===== src/lirr_pkg.sv =====
`timescale 1ns / 1ps
// Package for the linear interpolation rate resampler.
// Default sizes and sequencer states; no dependencies.
package lirr_pkg;

    localparam int LIRR_SAMPLE_BITS = 24;
    localparam int LIRR_FRAC_BITS   = 16;
    localparam int LIRR_MAX_RUN     = 1048576;

    typedef enum logic [2:0] {
        S_IDLE,
        S_WCHK,
        S_LCHK,
        S_MUL,
        S_LERP,
        S_POST,
        S_TAIL,
        S_FINAL
    } lirr_state_t;

endpackage


===== src/linear_interp_rate_resampler_core.sv =====
`timescale 1ns / 1ps
// Linear interpolation sample rate converter, top level.
// Depends on lirr_pkg for default sizes and the sequencer state type.

// Resamples a run of signed samples (s_axis, tlast on the final sample) by the
// unsigned Q4.FRAC_BITS step in the configuration register (clamped to 0.1..10,
// reset 1.0). Output n sits at input position n*ratio; a run of L samples gives
// round(L/ratio) beats, at least one, the last marked by tlast, tuser carrying
// the overrun flag. Beats go out one late, so the final one can carry tlast.
// One input beat is taken at a time: the next is not accepted until the
// small sequencer has stepped the single multiplier and the existence
// comparator over every output of the last one, and output stalls hold
// the sequencer. Runs longer than MAX_RUN samples drop the excess and
// raise the overrun flag. Ratio writes are taken only while no input beat is
// in flight or offered.
module linear_interp_rate_resampler_core
    import lirr_pkg::*;
#(
    parameter int SAMPLE_BITS = LIRR_SAMPLE_BITS,
    parameter int FRAC_BITS   = LIRR_FRAC_BITS,
    parameter int MAX_RUN     = LIRR_MAX_RUN
)
(
    input  logic                                   clk,
    input  logic                                   rst_n,
    input  logic                                   cfg_valid,
    output logic                                   cfg_ready,
    input  logic [FRAC_BITS+3:0]                   cfg_data,       // rate_ratio
    input  logic                                   s_axis_tvalid,
    output logic                                   s_axis_tready,
    input  logic [((SAMPLE_BITS+7)/8)*8-1:0]       s_axis_tdata,   // in_sample
    input  logic                                   s_axis_tlast,   // in_last
    output logic                                   m_axis_tvalid,
    input  logic                                   m_axis_tready,
    output logic [((SAMPLE_BITS+7)/8)*8-1:0]       m_axis_tdata,   // out_sample
    output logic                                   m_axis_tlast,   // out_last
    output logic                                   m_axis_tuser    // overrun
);

    localparam int TDATA_W  = ((SAMPLE_BITS + 7) / 8) * 8;
    localparam int CNT_W    = $clog2(MAX_RUN + 1);
    localparam int POS_W    = CNT_W + FRAC_BITS + 1;
    localparam int CMP_W    = POS_W + 2;
    localparam int RATE_W   = FRAC_BITS + 4;
    localparam int PROD_W   = SAMPLE_BITS + FRAC_BITS + 2;
    localparam int RATE_MIN = ((1 << FRAC_BITS) + 5) / 10;
    localparam int RATE_MAX = 10 << FRAC_BITS;
    localparam int RATE_ONE = 1 << FRAC_BITS;
    localparam int HALF     = 1 << (FRAC_BITS - 1);

    lirr_state_t state_reg, state_next;

    logic [RATE_W-1:0]      rate_reg, rate_next;
    logic [CNT_W-1:0]       count_reg, count_next;
    logic [CNT_W-1:0]       known_reg, known_next;
    logic [POS_W-1:0]       pos_reg, pos_next;
    logic                   ovr_reg, ovr_next;
    logic                   wait_valid_reg, wait_valid_next;
    logic                   held_valid_reg, held_valid_next;
    logic                   out_valid_reg, out_valid_next;

    logic [SAMPLE_BITS-1:0] prev_reg, prev_next;
    logic [SAMPLE_BITS-1:0] cur_reg, cur_next;
    logic                   last_reg, last_next;
    logic                   acc_reg, acc_next;
    logic [SAMPLE_BITS-1:0] wait_val_reg, wait_val_next;
    logic [POS_W-1:0]       wait_pos_reg, wait_pos_next;
    logic [SAMPLE_BITS-1:0] held_val_reg, held_val_next;
    logic signed [PROD_W-1:0] prod_reg, prod_next;
    logic [SAMPLE_BITS-1:0] out_sample_reg, out_sample_next;
    logic                   out_last_reg, out_last_next;
    logic                   out_ovr_reg, out_ovr_next;

    // shared arithmetic
    logic [POS_W-1:0]         chk_pos;
    logic [CNT_W-1:0]         chk_len;
    logic [CMP_W-1:0]         ex_lhs;
    logic [CMP_W-1:0]         ex_rhs;
    logic                     exists_ok;
    logic                     below;
    logic [POS_W-1:0]         pos_step;
    logic signed [SAMPLE_BITS:0] diff_s;
    logic signed [FRAC_BITS:0]   frac_s;
    logic signed [PROD_W-1:0] mul_res;
    logic signed [PROD_W-1:0] lerp_sum;
    logic signed [PROD_W-1:0] lerp_shr;
    logic [SAMPLE_BITS-1:0]   lerp_v;
    logic [CNT_W:0]           after_ext;
    logic [CNT_W:0]           known_raw;
    logic                     acc_now;
    logic                     put_ok;
    logic                     push_block;
    logic [SAMPLE_BITS-1:0]   tail_v;

    assign chk_pos   = (state_reg == S_WCHK) ? wait_pos_reg : pos_reg;
    assign chk_len   = (state_reg == S_TAIL) ? count_reg : known_reg;
    assign ex_lhs    = CMP_W'({chk_pos, 1'b0}) + CMP_W'(rate_reg);
    assign ex_rhs    = CMP_W'({chk_len, {(FRAC_BITS + 1){1'b0}}});
    assign exists_ok = (chk_pos == '0) || (ex_lhs <= ex_rhs);
    assign below     = pos_reg < POS_W'({count_reg, {FRAC_BITS{1'b0}}});
    assign pos_step  = pos_reg + POS_W'(rate_reg);

    assign diff_s   = $signed({cur_reg[SAMPLE_BITS-1], cur_reg})
                    - $signed({prev_reg[SAMPLE_BITS-1], prev_reg});
    assign frac_s   = $signed({1'b0, pos_reg[FRAC_BITS-1:0]});
    assign mul_res  = diff_s * frac_s;
    assign lerp_sum = prod_reg + $signed(PROD_W'(HALF));
    assign lerp_shr = lerp_sum >>> FRAC_BITS;
    assign lerp_v   = prev_reg + lerp_shr[SAMPLE_BITS-1:0];
    assign tail_v   = below ? prev_reg : '0;

    assign acc_now   = count_reg < CNT_W'(MAX_RUN);
    assign after_ext = {1'b0, count_reg} + (CNT_W + 1)'(acc_now);
    assign known_raw = after_ext + (CNT_W + 1)'(!s_axis_tlast);

    assign put_ok     = !out_valid_reg || m_axis_tready;
    assign push_block = held_valid_reg && !put_ok;

    // input beats win over a ratio write offered in the same cycle
    assign cfg_ready     = (state_reg == S_IDLE) && !s_axis_tvalid;
    assign s_axis_tready = (state_reg == S_IDLE);
    assign m_axis_tvalid = out_valid_reg;
    assign m_axis_tdata  = TDATA_W'(out_sample_reg);
    assign m_axis_tlast  = out_last_reg;
    assign m_axis_tuser  = out_ovr_reg;

    always_comb
    begin
        state_next      = state_reg;
        rate_next       = rate_reg;
        count_next      = count_reg;
        known_next      = known_reg;
        pos_next        = pos_reg;
        ovr_next        = ovr_reg;
        wait_valid_next = wait_valid_reg;
        held_valid_next = held_valid_reg;
        out_valid_next  = out_valid_reg && !m_axis_tready;
        prev_next       = prev_reg;
        cur_next        = cur_reg;
        last_next       = last_reg;
        acc_next        = acc_reg;
        wait_val_next   = wait_val_reg;
        wait_pos_next   = wait_pos_reg;
        held_val_next   = held_val_reg;
        prod_next       = prod_reg;
        out_sample_next = out_sample_reg;
        out_last_next   = out_last_reg;
        out_ovr_next    = out_ovr_reg;

        if (cfg_valid && cfg_ready)
        begin
            if (cfg_data < RATE_W'(RATE_MIN))
                rate_next = RATE_W'(RATE_MIN);
            else if (cfg_data > RATE_W'(RATE_MAX))
                rate_next = RATE_W'(RATE_MAX);
            else
                rate_next = cfg_data;
        end

        unique case (state_reg)
            S_IDLE:
            begin
                if (s_axis_tvalid)
                begin
                    cur_next  = s_axis_tdata[SAMPLE_BITS-1:0];
                    last_next = s_axis_tlast;
                    acc_next  = acc_now;
                    if (known_raw > (CNT_W + 1)'(MAX_RUN))
                        known_next = CNT_W'(MAX_RUN);
                    else
                        known_next = known_raw[CNT_W-1:0];
                    state_next = S_WCHK;
                end
            end
            S_WCHK:
            begin
                if (!(wait_valid_reg && exists_ok && push_block))
                begin
                    if (wait_valid_reg && exists_ok)
                    begin
                        if (held_valid_reg)
                        begin
                            out_valid_next  = 1'b1;
                            out_sample_next = held_val_reg;
                            out_last_next   = 1'b0;
                            out_ovr_next    = ovr_reg;
                        end
                        held_val_next   = wait_val_reg;
                        held_valid_next = 1'b1;
                        wait_valid_next = 1'b0;
                    end
                    state_next = acc_reg ? S_LCHK : S_POST;
                end
            end
            S_LCHK:
            begin
                state_next = below ? S_MUL : S_POST;
            end
            S_MUL:
            begin
                prod_next  = mul_res;
                state_next = S_LERP;
            end
            S_LERP:
            begin
                if (exists_ok)
                begin
                    if (!push_block)
                    begin
                        if (held_valid_reg)
                        begin
                            out_valid_next  = 1'b1;
                            out_sample_next = held_val_reg;
                            out_last_next   = 1'b0;
                            out_ovr_next    = ovr_reg;
                        end
                        held_val_next   = lerp_v;
                        held_valid_next = 1'b1;
                        pos_next        = pos_step;
                        state_next      = S_LCHK;
                    end
                end
                else
                begin
                    if (!last_reg)
                    begin
                        wait_val_next   = lerp_v;
                        wait_pos_next   = pos_reg;
                        wait_valid_next = 1'b1;
                    end
                    pos_next   = pos_step;
                    state_next = S_LCHK;
                end
            end
            S_POST:
            begin
                if (acc_reg)
                begin
                    prev_next  = cur_reg;
                    count_next = count_reg + 1'b1;
                end
                else
                    ovr_next = 1'b1;
                if (last_reg)
                begin
                    wait_valid_next = 1'b0;
                    state_next      = S_TAIL;
                end
                else
                    state_next = S_IDLE;
            end
            S_TAIL:
            begin
                if (exists_ok)
                begin
                    if (!push_block)
                    begin
                        if (held_valid_reg)
                        begin
                            out_valid_next  = 1'b1;
                            out_sample_next = held_val_reg;
                            out_last_next   = 1'b0;
                            out_ovr_next    = ovr_reg;
                        end
                        held_val_next   = tail_v;
                        held_valid_next = 1'b1;
                        pos_next        = pos_step;
                    end
                end
                else
                    state_next = S_FINAL;
            end
            S_FINAL:
            begin
                if (put_ok || !held_valid_reg)
                begin
                    if (held_valid_reg)
                    begin
                        out_valid_next  = 1'b1;
                        out_sample_next = held_val_reg;
                        out_last_next   = 1'b1;
                        out_ovr_next    = ovr_reg;
                    end
                    held_valid_next = 1'b0;
                    wait_valid_next = 1'b0;
                    count_next      = '0;
                    pos_next        = '0;
                    ovr_next        = 1'b0;
                    prev_next       = '0;
                    state_next      = S_IDLE;
                end
            end
            default:
            begin
                state_next = S_IDLE;
            end
        endcase
    end

    always_ff @(posedge clk or negedge rst_n)
    begin
        if (!rst_n)
        begin
            state_reg      <= S_IDLE;
            rate_reg       <= RATE_W'(RATE_ONE);
            count_reg      <= '0;
            known_reg      <= '0;
            pos_reg        <= '0;
            ovr_reg        <= 1'b0;
            wait_valid_reg <= 1'b0;
            held_valid_reg <= 1'b0;
            out_valid_reg  <= 1'b0;
        end
        else
        begin
            state_reg      <= state_next;
            rate_reg       <= rate_next;
            count_reg      <= count_next;
            known_reg      <= known_next;
            pos_reg        <= pos_next;
            ovr_reg        <= ovr_next;
            wait_valid_reg <= wait_valid_next;
            held_valid_reg <= held_valid_next;
            out_valid_reg  <= out_valid_next;
        end
    end

    always_ff @(posedge clk)
    begin
        prev_reg       <= prev_next;
        cur_reg        <= cur_next;
        last_reg       <= last_next;
        acc_reg        <= acc_next;
        wait_val_reg   <= wait_val_next;
        wait_pos_reg   <= wait_pos_next;
        held_val_reg   <= held_val_next;
        prod_reg       <= prod_next;
        out_sample_reg <= out_sample_next;
        out_last_reg   <= out_last_next;
        out_ovr_reg    <= out_ovr_next;
    end

`ifndef SYNTHESIS
    a_ovr_at_limit: assert property (@(posedge clk) disable iff (!rst_n)
        ovr_reg |-> (count_reg == CNT_W'(MAX_RUN)))
        else $error("overrun flag set below run limit");

    a_held_needs_two: assert property (@(posedge clk) disable iff (!rst_n)
        (state_reg == S_IDLE && held_valid_reg) |-> (count_reg > CNT_W'(1)))
        else $error("held output before two samples");

    a_pos_caught_up: assert property (@(posedge clk) disable iff (!rst_n)
        (state_reg == S_IDLE && count_reg != '0)
        |-> (pos_reg >= POS_W'({CNT_W'(count_reg - 1'b1), {FRAC_BITS{1'b0}}})))
        else $error("position behind last interval");

    a_empty_run_clean: assert property (@(posedge clk) disable iff (!rst_n)
        (state_reg == S_IDLE && count_reg == '0)
        |-> (!wait_valid_reg && !held_valid_reg && pos_reg == '0))
        else $error("run state not cleared");
`endif

endmodule

===== config.mk =====
export PLATFORM = sky130hd
export DESIGN_NAME = linear_interp_rate_resampler_core
export DESIGN_NICKNAME = d
export VERILOG_FILES = /design/src/lirr_pkg.sv /design/src/linear_interp_rate_resampler_core.sv
export SDC_FILE = /design/constraint.sdc
export NUM_CORES = 2
export LEC_CHECK = 0
export ABC_AREA = 1
export BUFFER_PORTS_ARGS = -buffer_cell sky130_fd_sc_hd__buf_2
export CORE_MARGIN = 1.5
export CORE_UTILIZATION = 55
export DETAILED_ROUTE_END_ITERATION = 12
export HOLD_SLACK_MARGIN = 0.1
export PLACE_DENSITY = 0.71
export SYNTH_ARGS = -nofsm -noshare
export SYNTH_HDL_FRONTEND = slang
export SYNTH_SLANG_ARGS = --single-unit

===== constraint.sdc =====
create_clock -name clk -period 11.7 [get_ports clk]
set_input_delay 3.51 -clock clk [delete_from_list [all_inputs] [get_ports clk]]
set_output_delay 3.51 -clock clk [all_outputs]
set_load 0.05 [all_outputs]

# Yosys cells after proc, flatten, opt, wreduce, memory -nomap -nowiden
# Cells that the tools add are included.
word_totals:
  output_inout_bits: 29
  memories: 0
  mem_bits_rw: 0
  input_bits: 50
  word_cells: 172
  rom_bits: 0
  regBits: 309
  latch_bits: 0
classes:
  shifts: 0
  add_sub_neg: 8
  bitwise_logic: 2
  n_div: 0
  mul: 1
  n_reduce_logical: 33
  n_eq_ne: 25
  muxes: 77
  order_cmp: 6
op_table:
  columns: ["operator", "count"]
  rows:
  - ["$mux W24", 15]
  - ["$mux W38", 5]
  - ["$pmux W24 S3", 2]
  - ["$pmux W38 S3", 1]
  - ["$mux W21", 4]
  - ["$pmux W24 S2", 1]
  - ["$pmux W21 S2", 1]
  - ["$add A39 B20 Y40", 1]
  - ["$add A40 B17 Y40 const B", 1]
  - ["$le A40 B38 Y1", 1]
  - ["$mul A25 B17 Y40", 1]
  - ["$mux W20", 2]
  - ["$add A38 B20 Y38", 1]
  - ["$logic_not A38 Y1", 1]
  - ["$lt A38 B37 Y1", 1]
  - ["$mux W1", 30]
  - ["$ne A2 B2 Y1 const B", 15]
  - ["$mux W3", 9]
  - ["$sub A24 B24 Y25", 1]
  - ["$add A24 B24 Y24", 1]
  - ["$pmux W3 S8", 1]
  - ["$add A21 B1 Y22", 1]
  - ["$add A22 B1 Y22", 1]
  - ["$gt A22 B21 Y1 const B", 1]
  - ["other kinds (26)", 54]

# Logic depth before layout (Yosys ltp)
logic_depth:
  ltp_word: 9
  mapped_depth: 43
  depth_no_buf: 42

# Worst setup path after synthesis
# Ideal clock, no wire load.
synth_path:
  path_type: "register to register"
  startpoint: "reg prev_reg[0]"
  endpoint: "reg prod_reg[37], data pin"
  setup_time_ns: 0.260
  path_buffers: 1
  setup_slack_ns: 3.582
  period_less_slack_ns: 8.118
  t_arrival_ns: 7.858
  required_ns: 11.440
  stages_incl_launch_ff: 35
  path_cell_list: "edfxtp_1 ha_1 fa_1 o21ai_0 o21ai_0 o21ai_0 nand2_1 nand2_1 a21oi_1 o21ai_0 inv_1 o211ai_1 nand2_1 clkbuf_1 nor2_1 inv_1 fa_1 inv_1 fa_1 fa_1 fa_1 fa_1 inv_1 fa_1 inv_1 ha_1 nand2_1 nor2_1 inv_1 o221a_2 a21boi_0 o21ai_0 nand2_1 nand2_1 xor2_1"
synth_between:
  elab_chain_len: 2
synth_lines:
  columns: ["item", "line_no", "text"]
  rows:
  - ["start: declaration", "linear_interp_rate_resampler_core.sv:62", "logic [SAMPLE_BITS-1:0] prev_reg, prev_next;"]
  - ["start signal: assignment", "linear_interp_rate_resampler_core.sv:330", "prev_reg <= prev_next;"]
  - ["$sub A24 B24 Y25", "linear_interp_rate_resampler_core.sv:104", "- $signed({prev_reg[SAMPLE_BITS-1], prev_reg});"]
  - ["$mul A25 B17 Y40", "linear_interp_rate_resampler_core.sv:106", "assign mul_res = diff_s * frac_s;"]
  - ["named net mul_res[37]", "linear_interp_rate_resampler_core.sv:84", "logic signed [PROD_W-1:0] mul_res;"]
  - ["end signal: assignment", "linear_interp_rate_resampler_core.sv:337", "prod_reg <= prod_next;"]
  - ["end: declaration", "linear_interp_rate_resampler_core.sv:69", "logic signed [PROD_W-1:0] prod_reg, prod_next;"]
# The timed path passes the listed nets, and every way through them passes these cells.
# A chain may end at the register's enable or synchronous reset.

# Final worst setup path
layout_path:
  startpoint: "reg prev_reg[0]"
  endpoint: "reg prod_reg[39], data pin"
# Same word-level chain as after synthesis.

==> metrics.yaml <==
outcome:
  status: "finished clean"
synth:
  synthCells: 4290
  synth_commonest_cells: "nand2_1 (978), inv_1 (832), nor2_1 (472)"
  synth-async-reset-ratio: 0.3639
  synth_top_area_cell: "fa_1"
  synth_flop_cell: "edfxtp_1"
  synth-edff-count: 187
  synth.ff_latch_count: 294
  synth_area_um2: 33960
  synth_most_common_cell: "nand2_1"
  seq_area_frac_synth: 0.2443
  yosysTopAreaCellShare: 0.2252
  syn_avg_cell_area_um2: 7.916
  yosysUniqueCellTypes: 62
  ys_warn_count: 0
  yosys-top-cells-area: "fa_1 (23%), edfxtp_1 (17%), nand2_1 (11%)"
  postSynthNetCount: 4948
timing:
  setup_violations: 0
  post-route-min-period_ns: 9.220
  slew_headroom: 0.2421
  final_hold_viol_count: 0
  fin_crit_sh: 0.7880
  slew_viol_final: 0
  fin_tns_setup_ns: 0
  fmax_mhz: 108.5
  worstMarginPinSlew_ns: 1.130
  skew_ns: 0.03081
  grt_setup_unrepaired: "no"
global_routing:
  grt_pass1_wl_mm: 155.0
  grt_max_degree: 69
  overflow: 0
  grt_pass1_vias: 28180
  antenna_found_initial: 3
  grt.total_usage: 0.3147
cts:
  postCtsSetupRepairBufs: 0
  hold_buffers: 0
  clk_path_buf_depth: 3
  cts_tree: "done"
  clk_latency_ns: 0.56
  cts_resized: 0
  path_clk_slew_ns: 0.06
  cts_buffers: 35
  root_buffer: "clkbuf_16"
  clock-sinks: 294
  cts_max_level: 2
floorplanning:
  die_h_um: 251.5
  coreArea_um2: 60700
  io_pins: 79
  die_w_um: 251.5
  num_rows: 90
  initial_core_util: 0.5595
  die_area_um2: 63240
routing:
  dr.pass1.iters: 6
  routed_via_density: 5.591
  drc: 0
  routed-wl-met3_mm: 9.488
  met1Wirelength_mm: 40.83
  postRouteAntennaNets: 0
  wl_met2_mm: 42.79
  finalWirelength_mm: 96.99
  num_vias: 28690
  highest_layer: "met4"
  wl_per_cell_um: 18.90
  drt-initial-drc-count: 2539
placement:
  dp_hpwl_mm: 76.03
  gp_congestion: 0.9486
  io_buffers: 78
worst_hold_path:
  hp-class: "register to register"
critical_path:
  worstPathMaxFanout: 11
  worst_setup_path_end_kind: "register"
  slowest_stage: "fa_1"
  ff2ff_setup_slack_ns: 2.48
  slowest_delay_ns: 0.92
  crit_arrival_ns: 9.52
  cp.required_ns: 12.00
  critPathKind: "register to register"
  startpoint_type: "register"
finish:
  drive_gt1_frac: 0.05083
  syn2layout_area_growth_pct: 6.529
  fin_nets: 4980
run:
  drv_cap: 0
==> metal layers <==
metal	vias up	global-route usage
met4	0	0.1167
li1	13470	-
met5	-	0.003089
met3	234	0.06262
met1	13670	0.4335
met2	1316	0.4933
==> worst max-delay path, delay by kind of cell, from the launching register on <==
kind                     cells  cell delay [ns]
buffers and inverters        6             0.74
flip-flops                   1             0.41
adder cells (fa/ha/maj)      9             4.73
AND/OR/NAND/NOR              7             0.82
AO/OA/AOI/OAI               10             2.23
==> cells in the final DEF, fill, tap and decap left out, types with 77 or more instances in the layout <==
master,n
a21oi_1,191
buf_2,77
dfrtp_1,106
edfxtp_1,187
fa_1,382
ha_1,226
inv_1,831
nand2_1,977
nand3_1,114
nor2_1,470
o21ai_0,210
xor2_1,119
==> per-stage QoR <==
step | instance area, um^2 | util | setup WS, ns | cells | hold slack [ns]
after global routing | 36170 | 0.5959 | 1.742 | 5130 | 0.4203
final | 36170 | 0.5960 | 2.480 | 5132 | 0.4171
after CTS | 36170 | 0.5959 | 2.488 | 5130 | 0.4175
after global placement | 35040 | 0.5774 | 2.677 | 5067 | 0.4005
after floorplan | 33960 | - | 3.582 | 4290 | 0.4003
after detailed placement | 35040 | 0.5774 | 2.534 | 5067 | 0.4045
==> cells by family (layout without fill, tap and decap cells) <==
logic type      after synthesis  after routing  synth area share
xor+xnor                    159            159           0.04101
mux                           1              1         0.0002948
other cells                   0              2                 0
buf+inv                     960           1018            0.1097
fa+ha+maj                   608            608            0.3085
flops                       294            294            0.2443
compound gates              550            550           0.09127
simple gates               1718           1718            0.2050
==> path summary, 6_finish.rpt <==
check	startpoint	endpoint	depth (start not counted)
min in group asynchronous	rst_n	count_reg[5]	1
worst max register to register	prev_reg[0]	prod_reg[39]	32
worst min-delay path	held_val_reg[10]	m_axis_tdata[10]	0
max in group asynchronous	rst_n	rate_reg[8]	2
worst min register to register	held_val_reg[10]	m_axis_tdata[10]	0
worst max-delay path	prev_reg[0]	prod_reg[39]	32
==> final cells by class <==
type / instances / area [um^2]
fill: 5495 / 24520
multi-input combinational: 3036 / 21970
sequential: 294 / 8294
inverter: 848 / 3191
tap: 782 / 978.4
clock buffer: 40 / 915.9
timing repair buffer: 107 / 610.6
clock inverter: 23 / 210.2
antenna: 2 / 5.005
Power is not shown: default switching activity piles up to over one toggle a cycle in this logic, so the estimate is an artifact.
